--- src/hdl/tmp_pkg.sv ---
// Shared types, constants and helpers for the trapezoidal motion profile generator.
package tmp_pkg;

  localparam int unsigned FRAC_BITS = 16;
  localparam logic [31:0] TICK      = 32'(64'd1 << FRAC_BITS);

  localparam logic [1:0] CFG_ACCEL  = 2'd0;
  localparam logic [1:0] CFG_DECEL  = 2'd1;
  localparam logic [1:0] CFG_SPEED  = 2'd2;
  localparam logic [1:0] CFG_ORIGIN = 2'd3;

  localparam logic OP_BEGIN = 1'b0;
  localparam logic OP_TICK  = 1'b1;

  typedef struct packed {
    logic               op;
    logic signed [31:0] target;
  } in_t;

  typedef struct packed {
    logic signed [31:0] position;
    logic               done_res;
  } out_t;

  typedef struct packed {
    logic         start;
    logic [127:0] num;
    logic [33:0]  den;
  } div_req_t;

  typedef struct packed {
    logic        start;
    logic [63:0] x;
  } sqrt_req_t;

  typedef enum logic [1:0] {
    PH_ACC,
    PH_CRU,
    PH_DEC
  } phase_e;

  typedef enum logic [4:0] {
    S_IDLE, S_BEG, S_DTA, S_DTD, S_MTH, S_CTH, S_MDA, S_MC0, S_MC1, S_MCB,
    S_DTR, S_SQ, S_DPA, S_DPC, S_DFU, S_CME, S_PROF, S_H0, S_H1, S_H2, S_H3,
    S_MPK, S_APK, S_CLP, S_FIN
  } state_e;

  function automatic logic [31:0] sat32(input logic [63:0] x);
    return (x[63:32] != 32'd0) ? 32'hFFFF_FFFF : x[31:0];
  endfunction

endpackage

--- src/hdl/tmp_mul.sv ---
// Registered 32 by 32 bit unsigned multiplier shared by the sequencer.
module tmp_mul import tmp_pkg::*; (
  input  logic        clk_i,
  input  logic        en_i,
  input  logic [31:0] a_i,
  input  logic [31:0] b_i,
  output logic [63:0] p_o
);

  logic [63:0] p_q;

  always_ff @(posedge clk_i) begin
    if (en_i) begin
      p_q <= 64'(a_i) * 64'(b_i);
    end
  end

  assign p_o = p_q;

endmodule

--- config.mk ---
export PLATFORM = sky130hd
export DESIGN_NAME = tmp_mul
export DESIGN_NICKNAME = d
export VERILOG_FILES = /design/src/hdl/tmp_pkg.sv /design/src/hdl/tmp_mul.sv
export SDC_FILE = /design/constraint.sdc
export NUM_CORES = 2
export LEC_CHECK = 0
export BUFFER_PORTS_ARGS = -buffer_cell sky130_fd_sc_hd__buf_2
export CAP_MARGIN = 20
export CORE_AREA = 2 2 252 254
export CTS_CLUSTER_DIAMETER = 200
export DETAILED_ROUTE_END_ITERATION = 7
export DIE_AREA = 0 0 254 256
export HOLD_SLACK_MARGIN = 0.15
export PLACE_DENSITY = 0.74
export SLEW_MARGIN = 20
export SYNTH_ARGS = -nofsm -noshare
export SYNTH_HDL_FRONTEND = slang
export SYNTH_SLANG_ARGS = --single-unit
--- constraint.sdc ---
create_clock -name clk_i -period 10.7 [get_ports clk_i]
set_input_delay 1.07 -clock clk_i [delete_from_list [all_inputs] [get_ports clk_i]]
set_output_delay 1.07 -clock clk_i [all_outputs]
set_load 0.005 [all_outputs]
==> results by group <==
STA
  – Hold_ws: 1420 ps
  – Unrepaired setup endpoints after global routing: false
  – Final Setup Violations: 0
  – Fin crit share: 0.837
  – Min Tclk post-route: 8960 ps
  – Worst Max-Slew Pin Slew: 920 ps
  – Max Slew Vio Count: 0
  – Max_slew headroom: 0.387
  – Fin. Hold Viols: 0
  – Sum Neg Setup Slack: 0 ps
  – Max Freq: 112 MHz

Worst setup path
  – CP Capture Type: flop
  – Crit-path max FO: 32
  – Worst Path Required: 10790 ps
  – CP arrival: 9050 ps
  – Max stage delay on crit path: 640 ps
  – CP Launch Type: input port
  – CP max-delay cell: buf_2
  – CP most frequent cell: fa_1
  – Worst-path cell chain: buf_2, nand2_1, fa_1, inv_1, fa_1, inv_1, fa_1, inv_1, fa_1, fa_1, fa_1, fa_1, inv_1, fa_1, inv_1, ha_1, nand4_1, or4_1, or3_1, a31oi_1, a31o_2, a211oi_1, o21ai_1, xor2_1
  – Critical path class: in -> reg

Route
  – DRC Markers: 0
  – WL per Instance: 20.8 um
  – TritonRoute pass-1 iters: 5
  – Vias per inst: 5.54
  – Drt initial violations: 1729
  – Via count: 25111
  – Post-route ant nets: 0
  – Total Wirelength: 94400 um

Synthesis
  – Synth area leader: fa_1
  – Top cells by area, synth: fa_1 (51%), and2_1 (11%), ha_1 (9.3%)
  – Post-synth top cells: fa_1 (896), inv_1 (865), and2_1 (602), nand2_1 (480), ha_1 (263)
  – Cells after Synth: 3748
  – Cell variety after synth: 57
  – Synth Flop Type: edfxtp_1
  – Yosys warns: 0
  – Post-Synthesis Cell Area: 35300 um^2
  – Post-synth EDFFs: 64
  – Seq/Total Area, Yosys: 0.0544
  – Synth async-reset ratio: 0
  – Yosys reg bits: 64
  – Most common cell in the synthesized netlist: fa_1
  – Avg Cell Area, Syn: 9.42 um^2
  – Post-synthesis net count: 4973
  – Post-synth top area share: 0.508

GRT
  – First-pass GRT wire length: 151000 um
  – Vias in the first global route: 27429
  – Antenna violations before repair: 1
  – Tot GR Track Use: 0.304
  – Largest net degree at the start of global routing: 65
  – GRT Residual Overflow: 0

Cells and area
  – Area Overhead vs Synth: 3.49%
  – Post-Route Utilization: 0.586
  – Final cell count without fillers: 4532
  – Flip-flop count of the largest register after layout: 64
  – Nets: 4903
  – Fillers: 5394
  – Layout cells sized above 1: 0.0467

Place
  – IO Port Bufs: 129
  – Inst Count DP: 4513
  – Gpl congestion: 0.900
  – Dpl hpwl: 71800 um

CTS
  – Setup Fix Bufs, Post-CTS: 0
  – CTS tree: yes
  – CTS resizes: 0
  – Root buffer cell: clkbuf_16
  – CTS Sinks: 64
  – H-tree levels: 3
  – CTS Buf Count: 9
  – Clock tree buffer depth: 2
  – Clock transition at path regs: 60 ps
  – Hold buffers post-CTS: 0

Die
  – Die Wd: 254 um
  – Full die area: 65000 um^2
  – Core area: 62400 um^2
  – Die H: 256 um
  – # rows: 92
  – Boundary Pins: 130
  – Initial core utilization: 0.566

Flow run
  – Number of max-cap violations: 0

Outcome
  – Outcome: complete, no violations

Hold path
  – Min-Delay Path Class: in -> reg
## path summary, 6_finish.rpt
kind,from,endpoint,slack (ps),cells after the start
worst max-delay path,b_i[8],p_o[62],1740,24
worst min-delay path,en_i,p_o[60],1420,2
## cells in the final DEF (no fill, tap or decap), types with 12 or more instances in the layout
| master | netlist | layout |
|---|---|---|
| nand4_1 | 23 | 23 |
| fa_1 | 896 | 896 |
| o21ai_0 | 21 | 21 |
| edfxtp_1 | 64 | 64 |
| buf_2 | 6 | 129 |
| inv_1 | 865 | 865 |
| a21o_1 | 40 | 40 |
| xor2_1 | 25 | 25 |
| and3_1 | 14 | 14 |
| and2_1 | 602 | 602 |
| a21oi_1 | 63 | 63 |
| a31oi_1 | 12 | 12 |
| nand2_1 | 480 | 480 |
| ha_1 | 263 | 263 |
| xnor2_1 | 35 | 35 |
| nor2_1 | 20 | 20 |
## metal layers
layer | vias up | part of all wire | GRT usage
met5 | - | 0 | 0
li1 | 10758 | - | -
met4 | 0 | 0.060 | 0.145
met1 | 13037 | 0.37 | 0.378
met3 | 274 | 0.066 | 0.0407
met2 | 1042 | 0.51 | 0.523
## cell families after synthesis
group / synth area share
AOI/OAI and AO/OA: 0.0408
xor gates and xnor gates: 0.0149
adders and majority gates: 0.601
buffers and inverters: 0.116
DFF: 0.0544
muxes: 0.000283
and+or+nand+nor: 0.173
## final cells by class
cell class / instances / area (um^2) / area share
multi-input combinational: 2599 / 29300 / 0.802
clock buffer: 9 / 225 / 0.00616
clock inverter: 7 / 52.6 / 0.00144
antenna: 3 / 7.51 / 0.000205
tap: 846 / 1060 / 0.0290
timing repair buffer: 139 / 721 / 0.0197
inverter: 865 / 3250 / 0.0888
sequential: 64 / 1920 / 0.0526
## metrics by stage
step | setup WS, ps | cell area, um^2
floorplan | 2750 | 35300
global placement | 1700 | 36300
detailed placement | 1530 | 36300
CTS | 1890 | 36500
global route | 1470 | 36500
finish | 1740 | 36500
## critical path: cells and delay by family
kind	cells	cell delay, ps
compound gates	4	1130
xor+xnor	1	80
fa+ha+maj	9	4520
simple gates	4	1310
buf+inv	6	910
Power is not shown: default switching activity piles up to over one toggle a cycle in this logic, so the estimate is an artifact.
