--- src/hdl/tmp_pkg.sv ---
// Shared types, constants and helpers for the trapezoidal motion profile generator.
package tmp_pkg;

  localparam int unsigned FRAC_BITS = 16;
  localparam logic [31:0] TICK      = 32'(64'd1 << FRAC_BITS);

  localparam logic [1:0] CFG_ACCEL  = 2'd0;
  localparam logic [1:0] CFG_DECEL  = 2'd1;
  localparam logic [1:0] CFG_SPEED  = 2'd2;
  localparam logic [1:0] CFG_ORIGIN = 2'd3;

  localparam logic OP_BEGIN = 1'b0;
  localparam logic OP_TICK  = 1'b1;

  typedef struct packed {
    logic               op;
    logic signed [31:0] target;
  } in_t;

  typedef struct packed {
    logic signed [31:0] position;
    logic               done_res;
  } out_t;

  typedef struct packed {
    logic         start;
    logic [127:0] num;
    logic [33:0]  den;
  } div_req_t;

  typedef struct packed {
    logic        start;
    logic [63:0] x;
  } sqrt_req_t;

  typedef enum logic [1:0] {
    PH_ACC,
    PH_CRU,
    PH_DEC
  } phase_e;

  typedef enum logic [4:0] {
    S_IDLE, S_BEG, S_DTA, S_DTD, S_MTH, S_CTH, S_MDA, S_MC0, S_MC1, S_MCB,
    S_DTR, S_SQ, S_DPA, S_DPC, S_DFU, S_CME, S_PROF, S_H0, S_H1, S_H2, S_H3,
    S_MPK, S_APK, S_CLP, S_FIN
  } state_e;

  function automatic logic [31:0] sat32(input logic [63:0] x);
    return (x[63:32] != 32'd0) ? 32'hFFFF_FFFF : x[31:0];
  endfunction

endpackage

--- src/hdl/tmp_div.sv ---
// Restoring radix-2 divider with a 128 bit dividend and a saturated 64 bit quotient.
module tmp_div import tmp_pkg::*; (
  input  logic        clk_i,
  input  logic        rst_ni,
  input  div_req_t    req_i,
  output logic        done_o,
  output logic [63:0] quot_o
);

  logic        busy_q, busy_d, done_q, done_d;
  logic [5:0]  cnt_q, cnt_d;
  logic [33:0] rem_q, rem_d, den_q, den_d;
  logic [63:0] lo_q, lo_d, quot_q, quot_d;
  logic [34:0] trial;

  assign trial = {rem_q, lo_q[63]};

  always_comb begin
    busy_d = busy_q;
    done_d = 1'b0;
    cnt_d  = cnt_q;
    rem_d  = rem_q;
    den_d  = den_q;
    lo_d   = lo_q;
    quot_d = quot_q;
    if (req_i.start) begin
      den_d = req_i.den;
      if (req_i.num[127:64] >= 64'(req_i.den)) begin
        quot_d = 64'hFFFF_FFFF_FFFF_FFFF;
        done_d = 1'b1;
        busy_d = 1'b0;
      end else begin
        rem_d  = req_i.num[97:64];
        lo_d   = req_i.num[63:0];
        quot_d = 64'd0;
        cnt_d  = 6'd0;
        busy_d = 1'b1;
      end
    end else if (busy_q) begin
      if (trial >= {1'b0, den_q}) begin
        rem_d  = 34'(trial - {1'b0, den_q});
        quot_d = {quot_q[62:0], 1'b1};
      end else begin
        rem_d  = trial[33:0];
        quot_d = {quot_q[62:0], 1'b0};
      end
      lo_d  = {lo_q[62:0], 1'b0};
      cnt_d = cnt_q + 6'd1;
      if (cnt_q == 6'd63) begin
        busy_d = 1'b0;
        done_d = 1'b1;
      end
    end
  end

  always_ff @(posedge clk_i or negedge rst_ni) begin
    if (!rst_ni) begin
      busy_q <= 1'b0;
      done_q <= 1'b0;
      cnt_q  <= 6'd0;
    end else begin
      busy_q <= busy_d;
      done_q <= done_d;
      cnt_q  <= cnt_d;
    end
  end

  always_ff @(posedge clk_i) begin
    rem_q  <= rem_d;
    den_q  <= den_d;
    lo_q   <= lo_d;
    quot_q <= quot_d;
  end

  assign done_o = done_q;
  assign quot_o = quot_q;

endmodule

--- config.mk ---
export PLATFORM = sky130hd
export DESIGN_NAME = tmp_div
export DESIGN_NICKNAME = d
export VERILOG_FILES = /design/src/hdl/tmp_pkg.sv /design/src/hdl/tmp_div.sv
export SDC_FILE = /design/constraint.sdc
export NUM_CORES = 1
export LEC_CHECK = 0
export BUFFER_PORTS_ARGS = -buffer_cell sky130_fd_sc_hd__buf_2
export CORE_MARGIN = 3
export CORE_UTILIZATION = 34
export CTS_BUF_LIST = sky130_fd_sc_hd__clkbuf_8
export DETAILED_ROUTE_END_ITERATION = 12
export PLACE_DENSITY_LB_ADDON = 0.25
export SYNTH_ARGS = -nofsm -noshare
export SYNTH_HDL_FRONTEND = slang
export SYNTH_SLANG_ARGS = --single-unit
--- constraint.sdc ---
create_clock -name clk_i -period 4.4 [get_ports clk_i]
set_clock_uncertainty 0.2 [all_clocks]
set_input_delay 1.32 -clock clk_i [delete_from_list [all_inputs] [get_ports clk_i]]
set_output_delay 1.32 -clock clk_i [all_outputs]
set_load 0.02 [all_outputs]
==> out/metrics.cfg, run 1 <==
[grt]
first_global_vias=8352
grt_max_degree=71
antenna_found_initial=9
track_usage=0.159
grt-ovfl-total=0
grt_pass1_wl_mm=45.4

[clocking]
h-tree-depth=2
clock_sinks=204
cts_tree=yes
post_cts_resized=0
insertion_delay_ns=0.52
clk_pin_slew_ns=0.06
cts_setup_buffers=0
clockBufferDepth=3
cts_hold_buf=0
cts_root_buffer=clkbuf_8
cts_buffers=39

[yosys]
synth_edf_count=196
synth_warnings=0
synth_cells=978
synthArstFlopShare=0.0392
syn_area_per_cell_sq_um=11.5
syn-num-nets=1213
synth.distinct_cells=62
netlist_area_sq_um=11200
ys_seq_area_frac=0.542
synth_flop_cell=edfxtp_1
synth_seq_cells=204

[die]
initial_core_util=0.351
ios=230
core-area_sq_um=32000
die_w_um=188
rows=65
fp.dieH_um=188
die_area_sq_um=35300

[worst_setup_path]
slowest_delay_ns=0.73
cp-start-kind=input port
slowest_stage=a2111oi_0
worstPathRequired_ns=4.43
crit_type=in2reg
cp.buffers_inverters=5
worst-path-max-fanout=63
end_kind=register
crit_arrival_ns=3.84
path_cells=buf_2, inv_1, ha_1, nor4_1, nand4_1, a2111oi_0, buf_4, nand3_1, o211ai_1, buf_4, buf_12, o21ai_0
critPathMostFrequentCell=buf_4
path_delay_family=compound AO/OA/AOI/OAI gates

[place]
hpwl_mm=20.9
gp_congestion=0.813
dp_cells=1613
portBuffers=229

[sta]
tightestPinTransition_ns=0.832
rsz0062_at_grt=no
hold_slack_ns=0.342
tns_ns=0
period_needed_ns=3.82
drv_slew=0
relSlewSlack=0.445
finalHoldViolations=0
finalSetupViolations=0
final.period_utilization=0.867
fmax_mhz=262

[pwr]
power_mw=5.43
p_comb_frac=0.218
seqPwrFrac=0.446
switchingPower_mw=1.59
clkPwrFrac=0.335
p_per_area_nw_per_um2=397
intPower_mw=3.84
swShare=0.293
ir_drop_uv=216
leakage_nw=6.05

[worst_hold_path]
hp-class=reg2reg

[layout]
layout_commonest_cell=buf_2
final_cell_mix=buf_2, edfxtp_1, inv_1
final_cells=1688
drive_gt1_frac=0.306
final_nets=1454
area_growth_pct=21.5

[detailed_routing]
drcViolationCount=0
avgViaCountPerCell=4.81
vias=8122
drt_iter0_markers=335
ant_nets=0
drt-pass1-iter-count=5
avgRoutedWirePerCell_um=16.9
drt_wl_total_mm=28.5

[job]
drv_cap=0

[status]
status=complete, no violations

through the flow:
stage | setup WS, ns | area (sq um) | utilization
finish | 0.585 | 13700 | 0.426
global route | 0.332 | 13700 | 0.426
CTS | 0.568 | 13600 | 0.426
detailed placement | 0.103 | 12900 | 0.402
global placement | 0.235 | 12900 | 0.402
floorplan | 0.117 | 11200 | -
worst register-to-register path, stage by stage, from the launching register on:
cell and delay [ns]:
edfxtp_1 0.38, ha_1 0.23, fa_1 0.41, nand2b_1 0.19, a21oi_1 0.23, o211ai_2 0.14
a21oi_1 0.30, o41a_1 0.39, a21oi_2 0.13, o21a_1 0.18, o21ai_0 0.24, xor2_1 0.11
a221o_1 0.34
per-layer routing:
layer  part of all wire  GRT usage  vias up  routed length (um)
li1                   -          -     4031                   -
met1               0.45      0.213     3798               12900
met2               0.45      0.251      230               13000
met3              0.071     0.0488       51                2030
met4              0.020     0.0387       12                 561
met5             0.0022          0        -                  62
cells in the mapped netlist, types with 2 or more instances:
library cell,n,share of area
edfxtp_1,196,0.52
inv_1,150,0.050
o21ai_0,79,0.035
mux2_2,73,0.073
ha_1,69,0.077
a21oi_1,63,0.028
a21o_1,37,0.025
nor2_1,36,0.012
clkbuf_1,32,0.011
nand2_1,31,0.010
nand4_1,19,0.011
xnor2_1,18,0.014
xor2_1,16,0.012
a211oi_1,12,0.0080
nand3_1,10,0.0045
nor4_1,9,0.0050
dfrtp_1,8,0.018
nor3_1,8,0.0036
o21a_1,8,0.0053
o21ai_1,8,0.0036
buf_2,7,0.0031
nor2b_1,7,0.0039
a221o_1,6,0.0053
nor3b_1,6,0.0040
o22ai_1,6,0.0033
nand2b_1,5,0.0028
o211ai_1,5,0.0033
and2_1,4,0.0022
and4_1,4,0.0031
a21oi_2,3,0.0023
a221oi_1,3,0.0023
a2111oi_0,2,0.0016
a211o_1,2,0.0016
a211oi_2,2,0.0022
buf_4,2,0.0013
buf_6,2,0.0020
mux2i_1,2,0.0018
o21bai_1,2,0.0013
or2_2,2,0.0011
or4_1,2,0.0013
registers in the layout, summed over array words and instances, names as in the netlist:
| register | flops |
|---|---|
| lo_q | 64 |
| quot_o | 64 |
| den_q | 34 |
| rem_q | 34 |
| cnt_q | 6 |
| busy_q | 1 |
| done_o | 1 |
final timing paths:
kind,from,end,slack [ns],cells past startpoint
max in group asynchronous,rst_ni,cnt_q[0]$_DFFE_PN0P_,3.38,1
worst min register to register,lo_q[39]$_DFFE_PP_,lo_q[40]$_DFFE_PP_,0.34,1
worst max register to register,den_q[0]$_DFFE_PP_,rem_q[28]$_DFFE_PP_,0.66,12
min in group asynchronous,rst_ni,cnt_q[1]$_DFFE_PN0P_,0.44,1
worst max-delay path,req_i[33],quot_o[16]$_DFFE_PP_,0.58,12
worst min-delay path,lo_q[39]$_DFFE_PP_,lo_q[40]$_DFFE_PP_,0.34,1
final cells by class:
class	count	area (sq um)
multi-input cells	579	4380
clock buffers	41	564
fillers	3188	18400
well taps	435	544
repair buffers	245	1330
clock inverters	31	188
inverters	150	563
diodes	3	7.51
flip-flops and latches	204	6090
power by group through the flow:
| stage | sequential [mW] | clock (mW) | combinational [mW] |
|---|---|---|---|
| 2_1_floorplan | 2.50 | 0 | 0.792 |
| 3_3_place_gp | 2.46 | 0 | 1.18 |
| 3_5_place_dp | 2.46 | 0 | 1.19 |
| 4_1_cts | 2.43 | 1.89 | 1.20 |
| 5_1_grt | 2.44 | 1.98 | 1.33 |
| 6_report | 2.42 | 1.82 | 1.19 |
logic make-up after synthesis:
group,Yosys count,share of synthesized area
AOI/OAI and AO/OA,253,0.142
DFF,204,0.542
buffers and inverters,195,0.0689
and+or+nand+nor,147,0.0674
muxes,75,0.0749
adders and majority gates,70,0.0786
xor gates and xnor gates,34,0.0265
Note: power is estimated with default switching activity, not from simulation.
==> run 2, diff against run 1 <==
- GPL_TIMING_DRIVEN: default -> 0
- SETUP_SLACK_MARGIN: default -> 0.1
- clock period: 4.4 -> 3.78 ns (I/O delays scaled with it)
==> run 2 against run 1 <==
Worst setup slack worse by 0.33 ns. Count of clock-buffer cells in the layout grew 2. Global-route usage up 1.6 points. Critical path type unchanged.
==> out/metrics.cfg, run 2 (same netlist as run 1, synthesis figures left out) <==
[pwr]
leakage_nw=6.11
p_comb_frac=0.224
swShare=0.295
intPower_mw=4.51
seqPwrFrac=0.441
ir_drop_uv=259
p_per_area_nw_per_um2=462
clkPwrFrac=0.335
switchingPower_mw=1.88

[detailed_routing]
drcViolationCount=0
drt-pass1-iter-count=6
avgRoutedWirePerCell_um=18.1
vias=8408
drt_wl_total_mm=31.0
ant_nets=0
drt_iter0_markers=506
avgViaCountPerCell=4.91

[clocking]
cts_tree=yes
clock_sinks=204
clockBufferDepth=3
cts_root_buffer=clkbuf_8
cts_hold_buf=0
cts_buffers=39
h-tree-depth=2
clk_pin_slew_ns=0.06
insertion_delay_ns=0.54

[place]
hpwl_mm=22.3
dp_cells=1642
portBuffers=229
place_ws_ns=-1.77
gp_congestion=0.828

[grt]
antenna_found_initial=15
use_met1=0.236
grt.busiest_layer=met2
use_met2=0.265
track_usage=0.174
met3_usage=0.0632
grt_max_degree=51
grt-ovfl-total=0
grt_pass1_wl_mm=48.6
first_global_vias=8547

[sta]
period_needed_ns=3.52
finalHoldViolations=0
drv_slew=0
setup_ws_ns=0.258
tightestPinTransition_ns=0.858
final.period_utilization=0.932
rsz0062_at_grt=no
finalSetupViolations=0
tns_ns=0
hold_slack_ns=0.240
relSlewSlack=0.428
fmax_mhz=284

[die]
core-area_sq_um=32000
die_area_sq_um=35300
fp.dieH_um=188
rows=65
initial_core_util=0.351
die_w_um=188
ios=230

[job]
drv_cap=0

[layout]
drive_gt1_frac=0.319
final_nets=1488
final_cells=1714
area_growth_pct=23.1
final_cell_mix=buf_2, edfxtp_1, inv_1
layout_commonest_cell=buf_2

[worst_setup_path]
worstPathRequired_ns=3.74
worst-path-max-fanout=49
reg2regPathDepth=13
critPathLaunch=req_i[98]
cp.buffers_inverters=3
slowest_delay_ns=0.64
path_cells=buf_6, inv_12, ha_4, nand2b_4, a21o_1, a21o_1, a21oi_2, nor3_2, o21ai_2, o21ai_2, o211ai_1, buf_4, and2_4
cp.depth=13
r2r_setup_slack_ns=0.30
crit_arrival_ns=3.48
slowest_stage=and2_4
crit_type=in2reg
r2r-end=rem_q[4]$_DFFE_PP_
cp-start-kind=input port
end_kind=register
path_delay_family=compound AO/OA/AOI/OAI gates
crit_end=lo_q[31]$_DFFE_PP_
reg2reg_from=rem_q[14]$_DFFE_PP_

[worst_hold_path]
hp-class=in2async

[status]
status=complete, no violations

-- run 2: power by group through the flow --
stage          logic (mW)  registers [mW]  clock network, mW
2_1_floorplan       0.926            2.91                  0
4_1_cts              1.43            2.82               2.22
5_1_grt              1.60            2.84               2.32
3_5_place_dp         1.41            2.86                  0
3_3_place_gp         1.40            2.86                  0
6_report             1.43            2.82               2.14
-- run 2: worst reg2reg max path, delay by kind of cell (launching register included) --
family	cells	cell delay, ns
buffers and inverters	2	0.45
and+or+nand+nor	3	0.39
DFF	1	0.40
AOI/OAI and AO/OA	7	1.47
adders and majority gates	1	0.30
-- run 2: repair_timing --
item                                    CTS  global route
hold endpoints to repair                  0             0
endpoints found under the setup margin  253           123
resized for setup                        15            13
pin swaps                                 5             3
cloned                                    2             0
buffers inserted                          3             0
-- run 2: cell type report --
class	count	area (sq um)
Fill cell	3203	18200
Buffer	45	225
Inverter	150	576
Clock buffer	43	592
Sequential cell	204	6090
Timing Repair Buffer	232	1180
Antenna cell	2	5.00
Multi-Input combinational cell	581	4480
Tap cell	435	544
Clock inverter	22	146
-- run 2: metrics by stage --
stage               power (mW)  utilization  cell area (sq um)
floorplan                 3.83            -              11300
global placement          4.26        0.405              13000
detailed placement        4.28        0.405              13000
CTS                       6.47        0.430              13800
global route              6.76        0.432              13800
finish                    6.39        0.432              13800
-- run 2: worst min-delay path by stage --
stage | start | to | slack [ns]
floorplan | lo_q[0]$_SDFFCE_PN0P_ | lo_q[1]$_DFFE_PP_ | 0.32
global placement | lo_q[41]$_DFFE_PP_ | lo_q[42]$_DFFE_PP_ | 0.33
detailed placement | lo_q[26]$_DFFE_PP_ | lo_q[27]$_DFFE_PP_ | 0.33
CTS | rst_ni | cnt_q[5]$_DFFE_PN0P_ | 0.21
global route | rst_ni | cnt_q[5]$_DFFE_PN0P_ | 0.22
finish | rst_ni | cnt_q[5]$_DFFE_PN0P_ | 0.24
-- run 2: layer usage --
metal  part of all wire  up-vias
li1                   -     4108
met1               0.45     3933
met2               0.44      265
met3              0.084       76
met4              0.023       26
met5             0.0046        -
