`src/hdl/tmp_pkg.sv`:
```
// Shared types, constants and helpers for the trapezoidal motion profile generator.
package tmp_pkg;

  localparam int unsigned FRAC_BITS = 16;
  localparam logic [31:0] TICK      = 32'(64'd1 << FRAC_BITS);

  localparam logic [1:0] CFG_ACCEL  = 2'd0;
  localparam logic [1:0] CFG_DECEL  = 2'd1;
  localparam logic [1:0] CFG_SPEED  = 2'd2;
  localparam logic [1:0] CFG_ORIGIN = 2'd3;

  localparam logic OP_BEGIN = 1'b0;
  localparam logic OP_TICK  = 1'b1;

  typedef struct packed {
    logic               op;
    logic signed [31:0] target;
  } in_t;

  typedef struct packed {
    logic signed [31:0] position;
    logic               done_res;
  } out_t;

  typedef struct packed {
    logic         start;
    logic [127:0] num;
    logic [33:0]  den;
  } div_req_t;

  typedef struct packed {
    logic        start;
    logic [63:0] x;
  } sqrt_req_t;

  typedef enum logic [1:0] {
    PH_ACC,
    PH_CRU,
    PH_DEC
  } phase_e;

  typedef enum logic [4:0] {
    S_IDLE, S_BEG, S_DTA, S_DTD, S_MTH, S_CTH, S_MDA, S_MC0, S_MC1, S_MCB,
    S_DTR, S_SQ, S_DPA, S_DPC, S_DFU, S_CME, S_PROF, S_H0, S_H1, S_H2, S_H3,
    S_MPK, S_APK, S_CLP, S_FIN
  } state_e;

  function automatic logic [31:0] sat32(input logic [63:0] x);
    return (x[63:32] != 32'd0) ? 32'hFFFF_FFFF : x[31:0];
  endfunction

endpackage

```
`src/hdl/tmp_sqrt.sv`:
```
// Bit-pair iterative integer square root of a 64 bit value.
module tmp_sqrt import tmp_pkg::*; (
  input  logic        clk_i,
  input  logic        rst_ni,
  input  sqrt_req_t   req_i,
  output logic        done_o,
  output logic [31:0] root_o
);

  logic        busy_q, busy_d, done_q, done_d;
  logic [4:0]  cnt_q, cnt_d;
  logic [63:0] x_q, x_d, res_q, res_d, bit_q, bit_d, trial;

  assign trial = res_q + bit_q;

  always_comb begin
    busy_d = busy_q;
    done_d = 1'b0;
    cnt_d  = cnt_q;
    x_d    = x_q;
    res_d  = res_q;
    bit_d  = bit_q;
    if (req_i.start) begin
      x_d    = req_i.x;
      res_d  = 64'd0;
      bit_d  = 64'd1 << 62;
      cnt_d  = 5'd0;
      busy_d = 1'b1;
    end else if (busy_q) begin
      if (x_q >= trial) begin
        x_d   = x_q - trial;
        res_d = (res_q >> 1) + bit_q;
      end else begin
        res_d = res_q >> 1;
      end
      bit_d = bit_q >> 2;
      cnt_d = cnt_q + 5'd1;
      if (cnt_q == 5'd31) begin
        busy_d = 1'b0;
        done_d = 1'b1;
      end
    end
  end

  always_ff @(posedge clk_i or negedge rst_ni) begin
    if (!rst_ni) begin
      busy_q <= 1'b0;
      done_q <= 1'b0;
      cnt_q  <= 5'd0;
    end else begin
      busy_q <= busy_d;
      done_q <= done_d;
      cnt_q  <= cnt_d;
    end
  end

  always_ff @(posedge clk_i) begin
    x_q   <= x_d;
    res_q <= res_d;
    bit_q <= bit_d;
  end

  assign done_o = done_q;
  assign root_o = res_q[31:0];

endmodule

```
`config.mk`:
```
export PLATFORM = sky130hd
export DESIGN_NAME = tmp_sqrt
export DESIGN_NICKNAME = d
export VERILOG_FILES = /design/src/hdl/tmp_pkg.sv /design/src/hdl/tmp_sqrt.sv
export SDC_FILE = /design/constraint.sdc
export NUM_CORES = 1
export LEC_CHECK = 0
export BUFFER_PORTS_ARGS = -buffer_cell sky130_fd_sc_hd__clkbuf_2
export CORE_MARGIN = 2
export CORE_UTILIZATION = 60
export DETAILED_ROUTE_END_ITERATION = 16
export GPL_ROUTABILITY_DRIVEN = 0
export HOLD_SLACK_MARGIN = 0.1
export PLACE_DENSITY = 0.77
export SLEW_MARGIN = 0
export SYNTH_ARGS = -nofsm -noshare
export SYNTH_HDL_FRONTEND = slang
export SYNTH_SLANG_ARGS = --single-unit
```
`constraint.sdc`:
```
create_clock -name clk_i -period 7.9 [get_ports clk_i]
set_input_delay 0.395 -clock clk_i [delete_from_list [all_inputs] [get_ports clk_i]]
set_output_delay 0.395 -clock clk_i [all_outputs]
set_load 0.005 [all_outputs]
```
==> run summary, run 1 <==
OUTCOME
------------------------------------------------------------------------------
Run status                                                        finished clean

FLOORPLAN
------------------------------------------------------------------------------
Core outline area                                                    26000 um2
Starting density of the core                                             60.8%
Number of top-level pins                                                   100
Die Outline Area                                                     27600 um2
Die X                                                                   166 um
Total number of placement rows                                              59
Chip Height                                                             166 um

POWER AND IR DROP
------------------------------------------------------------------------------
Power per Cell Area                                                 310 nW/um2
Worst vdd rail ir drop                                                  180 uV
Power, Total                                                           5.16 mW
Static leakage                                                         6.75 nW

FINISH
------------------------------------------------------------------------------
Filler Cells Inserted                                                     2305
Area Growth Syn to Fin                                                   5.44%
Most common library cell in the layout ignoring fill and taps     sky130_fd_sc_hd__nand2_1
Most used cells in the layout excluding fill and tap cells        sky130_fd_sc_hd__nand2_1, sky130_fd_sc_hd__nor2_1, sky130_fd_sc_hd__o21ai_0
Number of nets in the final layout                                        2193
Share of layout cells above drive strength 1                             8.92%
Reg area                                                              4020 um2
Total area of multi-input combinational cells                        10800 um2
Post-layout util                                                         64.1%
N_diodes                                                                     0

CLOCK NETWORK
------------------------------------------------------------------------------
TritonCTS clock tree                                                      done
Clk sinks                                                                  167
CTS root buf                                                      sky130_fd_sc_hd__clkbuf_16
Worst skew pair latency                                                0.45 ns
Clock H-tree levels                                                          4
Post-CTS Setup Repair Bufs                                                   0
TritonCTS buffer count                                                      17
Clock transition at the registers of the reported paths                0.08 ns
Clock buffer depth                                                           2

SYNTH
------------------------------------------------------------------------------
Flip-flop and latch count after synthesis                                  167
Synthesized instance count                                                2020
Area share of the largest cell type after synthesis                      12.2%
Synthesized area divided by synthesized cell count                    7.82 um2
Seq/Total Area, Yosys                                                    25.5%
Synth top area cells                                              sky130_fd_sc_hd__dfxtp_1, sky130_fd_sc_hd__edfxtp_1, sky130_fd_sc_hd__ha_1
Area of the mapped netlist                                           15800 um2
Dominant synthesized flop cell                                    sky130_fd_sc_hd__dfxtp_1
Count of cell types in the netlist                                          85
Syn Nets                                                                  2220
Total number of yosys warnings                                               0
Post-synth top area cell                                          sky130_fd_sc_hd__dfxtp_1
Async set-or-reset flop fraction in the synthesized netlist              4.19%
Number of enable-type register cells in the synthesized netlist             64

ROUTE
------------------------------------------------------------------------------
Via density                                                               6.44
Wire length after detailed routing                                    42800 um
Residual DRC                                                                 0
Via total after detailed routing                                         15100
DRT iter0 DRCs                                                            1450
Per-cell routed wire length                                            18.3 um
Antenna violation net count after detailed routing                           0
Number of iterations in the first detailed-routing pass                      6

STA
------------------------------------------------------------------------------
RSZ-0062 raised after global routing                                        no
Setup total negative slack                                                0 ns
Setup violations, final                                                      0
Post-Route Hold Slack                                                 0.224 ns
Worst-margin pin slew                                                  1.01 ns
Final Hold Viols                                                             0
Maximum clock frequency                                                149 MHz
Final slew viol count                                                        0
Worst-case clock skew                                                0.0207 ns
Worst-case headroom to the max-slew limit                                32.4%
Final critical path time including I/O delays and setup                6.71 ns
Period Utilization, post-route                                           84.9%

CRITICAL PATH
------------------------------------------------------------------------------
Endpoint type of the worst setup path                                     flop
Max Fanout on Critical Path                                                 64
Crit path launch                                                      res_q[2]
Setup Crit Path Kind                                                reg -> reg
Critical Path AT                                                       6.78 ns
Required @ worst endpoint                                              7.97 ns
Sort of element at the start of the critical path                         flop
Worst reg2reg path startpoint                                         res_q[2]

PLACEMENT
------------------------------------------------------------------------------
Port Buf Inserts                                                            99
DPL Wire Length                                                       31400 um

GRT
------------------------------------------------------------------------------
Global-route wire length before repair                                69800 um
Antenna violations before repair                                             0
Total congestion overflow                                                    0
Overall routing resource usage                                           30.1%
Vias in the first global route                                           14100
Largest net degree at the start of global routing                          180

MIN PATH
------------------------------------------------------------------------------
Min-delay src                                                        req_i[18]
Worst hold path class                                                in -> reg

FLOW RUN
------------------------------------------------------------------------------
Max-Cap Viols                                                                0

where the power goes:
group	switching, mW	internal (mW)
sequential	0.124	1.20
clock	0.409	0.477
combinational	1.85	1.10
through the flow:
step           area (um2)  setup WS [ns]  cells
2_1_floorplan       15800           1.36   2020
3_5_place_dp        16000           1.35   2308
6_report            16600           1.19   2341
5_1_grt             16600          0.773   2341
3_3_place_gp        16000           1.55   2308
4_1_cts             16600           1.29   2341
cells by family (layout without fill, tap and decap cells):
group           after synthesis  in the layout  share of synthesized area, %
xor+xnor                    149            149                          8.27
mux                          54             54                          3.45
flops                       167            167                          25.5
fa+ha+maj                   133            133                          10.6
compound gates              672            672                          27.7
buf+inv                     210            196                          6.01
simple gates                635            635                          18.6
cells in the mapped netlist, drive strengths merged, types with 45 or more instances:
library cell / count
buf: 53
edfxtp: 64
nand4: 45
a31oi: 62
a21oi: 145
a211oi: 55
xnor2: 82
nor2: 197
o21ai: 174
mux2i: 51
dfxtp: 96
nand3: 46
clkbuf: 98
nand2: 202
ha: 132
xor2: 67
inv: 58
a21o: 51
registers in the layout, summed over array words and instances, names as in the netlist:
signal and count:
res_q 64, x_q 64, bit_q 32, cnt_q 5, busy_q 1, done_o 1
area by class of cell:
type                       count  area share (%)
clock inverter                14           0.969
sequential                   167            24.2
inverter                      59            1.33
timing repair buffer         105            3.37
clock buffer                  18            2.58
tap                          335            2.52
multi-input combinational   1643            65.1
worst max-delay path, stage by stage (launching register included):
cell	delay, ns
sky130_fd_sc_hd__dfxtp_1	0.42
sky130_fd_sc_hd__ha_1	0.31
sky130_fd_sc_hd__a31oi_1	0.38
sky130_fd_sc_hd__a211oi_2	0.17
sky130_fd_sc_hd__a21oi_1	0.45
sky130_fd_sc_hd__o31ai_4	0.19
sky130_fd_sc_hd__a31o_1	0.27
sky130_fd_sc_hd__a41oi_1	0.36
sky130_fd_sc_hd__a31oi_2	0.18
sky130_fd_sc_hd__a31oi_1	0.33
sky130_fd_sc_hd__o21bai_1	0.12
sky130_fd_sc_hd__xnor2_1	0.14
sky130_fd_sc_hd__ha_1	0.46
sky130_fd_sc_hd__nand2_1	0.09
sky130_fd_sc_hd__nor2_1	0.16
sky130_fd_sc_hd__nand3_1	0.16
sky130_fd_sc_hd__nor3_1	0.23
sky130_fd_sc_hd__o211ai_1	0.16
sky130_fd_sc_hd__a31o_4	0.47
sky130_fd_sc_hd__or2_2	0.42
sky130_fd_sc_hd__nand2b_2	0.08
sky130_fd_sc_hd__buf_4	0.67
what timing repair did:
item / CTS / global route
hold endpoints to repair: 7 / 0
hold buffers: 1 / 0
resized for setup: 0 / 0
worst paths after layout:
| check | end | slack [ns] | depth (start not counted) |
|---|---|---|---|
| worst max-delay path | x_q[33] | 1.19 | 21 |
| worst min-delay path | x_q[18] | 0.22 | 3 |
| worst max register to register | x_q[33] | 1.19 | 21 |
| worst min register to register | res_q[0] | 0.50 | 2 |
| max in group asynchronous | busy_q | 7.41 | 2 |
| min in group asynchronous | done_o | 0.31 | 2 |
per-layer routing:
metal / vias to the layer above / track usage (%) / share of wire, %
li1: 7364 / - / -
met1: 7004 / 37.8 / 42
met2: 588 / 52.5 / 48
met3: 113 / 4.65 / 6.1
met4: 0 / 10.8 / 3.5
met5: - / 0 / 0
Note: power is estimated with default switching activity, not from simulation.
==> inputs of run 2 (changes only) <==
CORE_UTILIZATION = 57   (was 60)
clock period = 5.4 ns   (was 7.9 ns; I/O delays follow)
==> run 2 against run 1 <==
Maximum frequency grew 26%. Core utilization rose by 2.1 points. Non-clock buffer count grew 114. Count of clock-buffer cells in the layout grew 2. Via count up 4.8%. Clock skew is 0.0059 ns lower. Critical endpoint is now x_q[52]. Largest cell class unchanged.
==> run summary, run 2 (synthesized netlist as in run 1, its figures left out) <==
OUTCOME
---------------------------------------------------------------------------------
Run status                                                           finished clean

STA
---------------------------------------------------------------------------------
Maximum clock frequency                                                   188 MHz   +26%
Final Worst Setup Slack                                                 0.0891 ns   -1.10 ns
Setup violations, final                                                         0   unchanged
Final critical path time including I/O delays and setup                   5.31 ns   -1.40 ns
Worst-case clock skew                                                   0.0148 ns   -0.00591 ns
Period Utilization, post-route                                              98.4%   +13 points
Worst-case headroom to the max-slew limit                                   36.9%   +4.6 points
Final Hold Viols                                                                0   unchanged
Worst-margin pin slew                                                    0.946 ns   -0.0689 ns
Final slew viol count                                                           0   unchanged

ROUTE
---------------------------------------------------------------------------------
Via density                                                                  6.33   -1.6%
Antenna violation net count after detailed routing                              0   unchanged
Per-cell routed wire length                                               18.4 um   +0.61%
Residual DRC                                                                    0   unchanged
DRT iter0 DRCs                                                               1575   +8.6%
Wire length after detailed routing                                       45800 um   +7.1%
Via total after detailed routing                                            15800   +4.8%
Number of iterations in the first detailed-routing pass                         6   unchanged

CLOCK NETWORK
---------------------------------------------------------------------------------
Clk sinks                                                                     167   unchanged
Clock transition at the registers of the reported paths                   0.08 ns   about the same
TritonCTS clock tree                                                         done
CTS root buf                                                         sky130_fd_sc_hd__clkbuf_16
TritonCTS buffer count                                                         17   unchanged
Clock buffer depth                                                              2   unchanged
Clock H-tree levels                                                             4   unchanged
Worst skew pair latency                                                   0.44 ns   about the same

FINISH
---------------------------------------------------------------------------------
Cell area after layout                                                  17900 um2   +7.7%
Biggest regs                                                         res_q x64, x_q x64, bit_q x32
Number of nets in the final layout                                           2307   +5.2%
Filler Cells Inserted                                                        2286   -0.82%
Share of layout cells above drive strength 1                                15.8%   +6.8 points
Area Growth Syn to Fin                                                      13.6%
Most common library cell in the layout ignoring fill and taps        sky130_fd_sc_hd__nand2_1
Most used cells in the layout excluding fill and tap cells           sky130_fd_sc_hd__nand2_1, sky130_fd_sc_hd__nor2_1, sky130_fd_sc_hd__o21ai_0

POWER AND IR DROP
---------------------------------------------------------------------------------
Power per Cell Area                                                    474 nW/um2   +53%
Static leakage                                                            7.40 nW   +9.7%
Switching part of the total                                                 45.3%   -0.84 points
Fraction of power consumed by combinational cells                           62.3%   +5.2 points
Worst vdd rail ir drop                                                     297 uV   +65%
Net switching power                                                       3.85 mW   +62%
Internal                                                                  4.65 mW   +67%
Sequential fraction of design power                                         22.6%   -3.2 points
Portion of total power attributed to the clock network                      15.2%   -2.0 points

PLACEMENT
---------------------------------------------------------------------------------
Total placed instance area                                              16900 um2   +5.4%
Worst Setup Slack post-DPL                                             -0.0283 ns   -1.37 ns
Port Buf Inserts                                                               99   unchanged
DPL Wire Length                                                          33500 um   +6.4%

GRT
---------------------------------------------------------------------------------
Overall routing resource usage                                              30.1%   about the same
Antenna violations before repair                                                0   unchanged
Total congestion overflow                                                       0   unchanged
Vias in the first global route                                              14700   +4.0%
Global-route wire length before repair                                   71700 um   +2.7%
Largest net degree at the start of global routing                             132   -27%

CRITICAL PATH
---------------------------------------------------------------------------------
Endpoint type of the worst setup path                                        flop
Highest-delay cell along the critical path                           sky130_fd_sc_hd__ha_1
Number of buffer and inverter instances along the worst setup path              1   unchanged
Depth of the most critical reg-to-reg path                                     20   -4.8%
Crit-path leading delay family                                       compound AO/OA/AOI/OAI gates
CP Depth                                                                       20   -4.8%
Cell-by-cell listing of the critical path                            ha_1, a31o_2, a22o_1, a32oi_2, nand2_1, a21o_1, a22oi_1, o21ai_0, nand2b_1, a21boi_0, xnor2_1, ha_1, nand2_1, or3_1, nor4_1, a211oi_1, buf_4, o31ai_1, xnor2_1, o21ai_1
Max Fanout on Critical Path                                                     7   -89%
Critical Path AT                                                          5.47 ns   -1.31 ns
Setup Crit Path Kind                                                   reg -> reg
Required @ worst endpoint                                                 5.56 ns   -2.41 ns
Peak per-stage delay on the critical path                                 0.44 ns   -0.23 ns
Sort of element at the start of the critical path                            flop

FLOORPLAN
---------------------------------------------------------------------------------
Core outline area                                                       27100 um2   +4.3%
Starting density of the core                                                58.3%   -2.5 points
Die X                                                                      170 um   +2.5%
Number of top-level pins                                                      100   unchanged
Die Outline Area                                                        29000 um2   +5.1%
Chip Height                                                                170 um   +2.5%
Total number of placement rows                                                 60   +1.7%

FLOW RUN
---------------------------------------------------------------------------------
Max-Cap Viols                                                                   0   unchanged

MIN PATH
---------------------------------------------------------------------------------
Number of stages on the worst hold path                                         3   unchanged
Worst hold path class                                                   in -> reg

[run 2: cell types whose count changed in the layout (fill, tap and decap cells not counted), sizes merged]
| cell | change |
|---|---|
| buf | +108 |
| inv | -2 |
| clkinvlp | +1 |
| dlygate4sd3 | +3 |
| bufinv | -1 |
| diode | +1 |
| clkbuf | +5 |
[run 2: stage by stage]
step	hold WS (ns)	util (%)	TNS, ns	instances	total power [mW]
global route	0.111	66.1	-10.72	2492	9.04
finish	0.104	66.2	0	2493	8.49
global placement	0.111	62.4	0	2448	6.55
detailed placement	0.110	62.4	-0.764	2448	6.67
floorplan	-0.0256	-	0	2020	5.25
CTS	0.101	64.9	0	2484	7.99
[run 2: what timing repair did]
action                     in CTS  in global routing
pin swaps                       0                 15
setup endpoints to repair      93                149
setup buffers                   0                  4
resized for setup               3                 53
hold endpoints to repair       10                  0
hold buffers                    4                  0
cloned                          0                  4
[run 2: worst paths after layout]
check / slack, ns / end / start
max: 0.09 / x_q[52] / bit_q[16]
min in group asynchronous: 0.20 / cnt_q[1] / rst_ni
min reg2reg: 0.52 / res_q[0] / res_q[0]
min: 0.10 / x_q[6] / req_i[6]
max reg2reg: 0.09 / x_q[52] / bit_q[16]
max in group asynchronous: 5.02 / busy_q / rst_ni
[run 2: power groups by stage]
stage / logic [mW] / clock network (mW) / registers (mW)
finish: 5.29 / 1.29 / 1.92
global route: 5.74 / 1.35 / 1.94
CTS: 4.77 / 1.30 / 1.92
detailed placement: 4.73 / 0 / 1.94
global placement: 4.61 / 0 / 1.93
floorplan: 3.38 / 0 / 1.87
[run 2: worst register-to-register path, delay by kind of cell (launching register included)]
| kind | cells | cell delay, ns |
|---|---|---|
| AOI/OAI and AO/OA | 10 | 2.16 |
| DFF | 1 | 0.40 |
| buffers and inverters | 1 | 0.18 |
| and+or+nand+nor | 5 | 1.16 |
| adders and majority gates | 2 | 0.77 |
| xor gates and xnor gates | 2 | 0.36 |
[run 2: metal layers]
layer / part of all wire, % / wire [um] / track usage [%] / vias to the layer above
met1: 41 / 18600 / 36.9 / 7311
met2: 48 / 21800 / 52.1 / 719
li1: - / - / - / 7603
met3: 7.6 / 3500 / 5.35 / 153
met5: 0 / 0 / 0 / -
met4: 4.3 / 1970 / 12.6 / 0
[run 2: area by class of cell]
class	count	area, um2	share of cell area (%)
Clock inverter	12	128	0.712
Inverter	59	221	1.24
Tap cell	372	465	2.60
Clock buffer	20	479	2.67
Timing Repair Buffer	219	1530	8.51
Sequential cell	167	4030	22.5
Multi-Input combinational cell	1643	11100	61.8
Antenna cell	1	2.50	0.0140
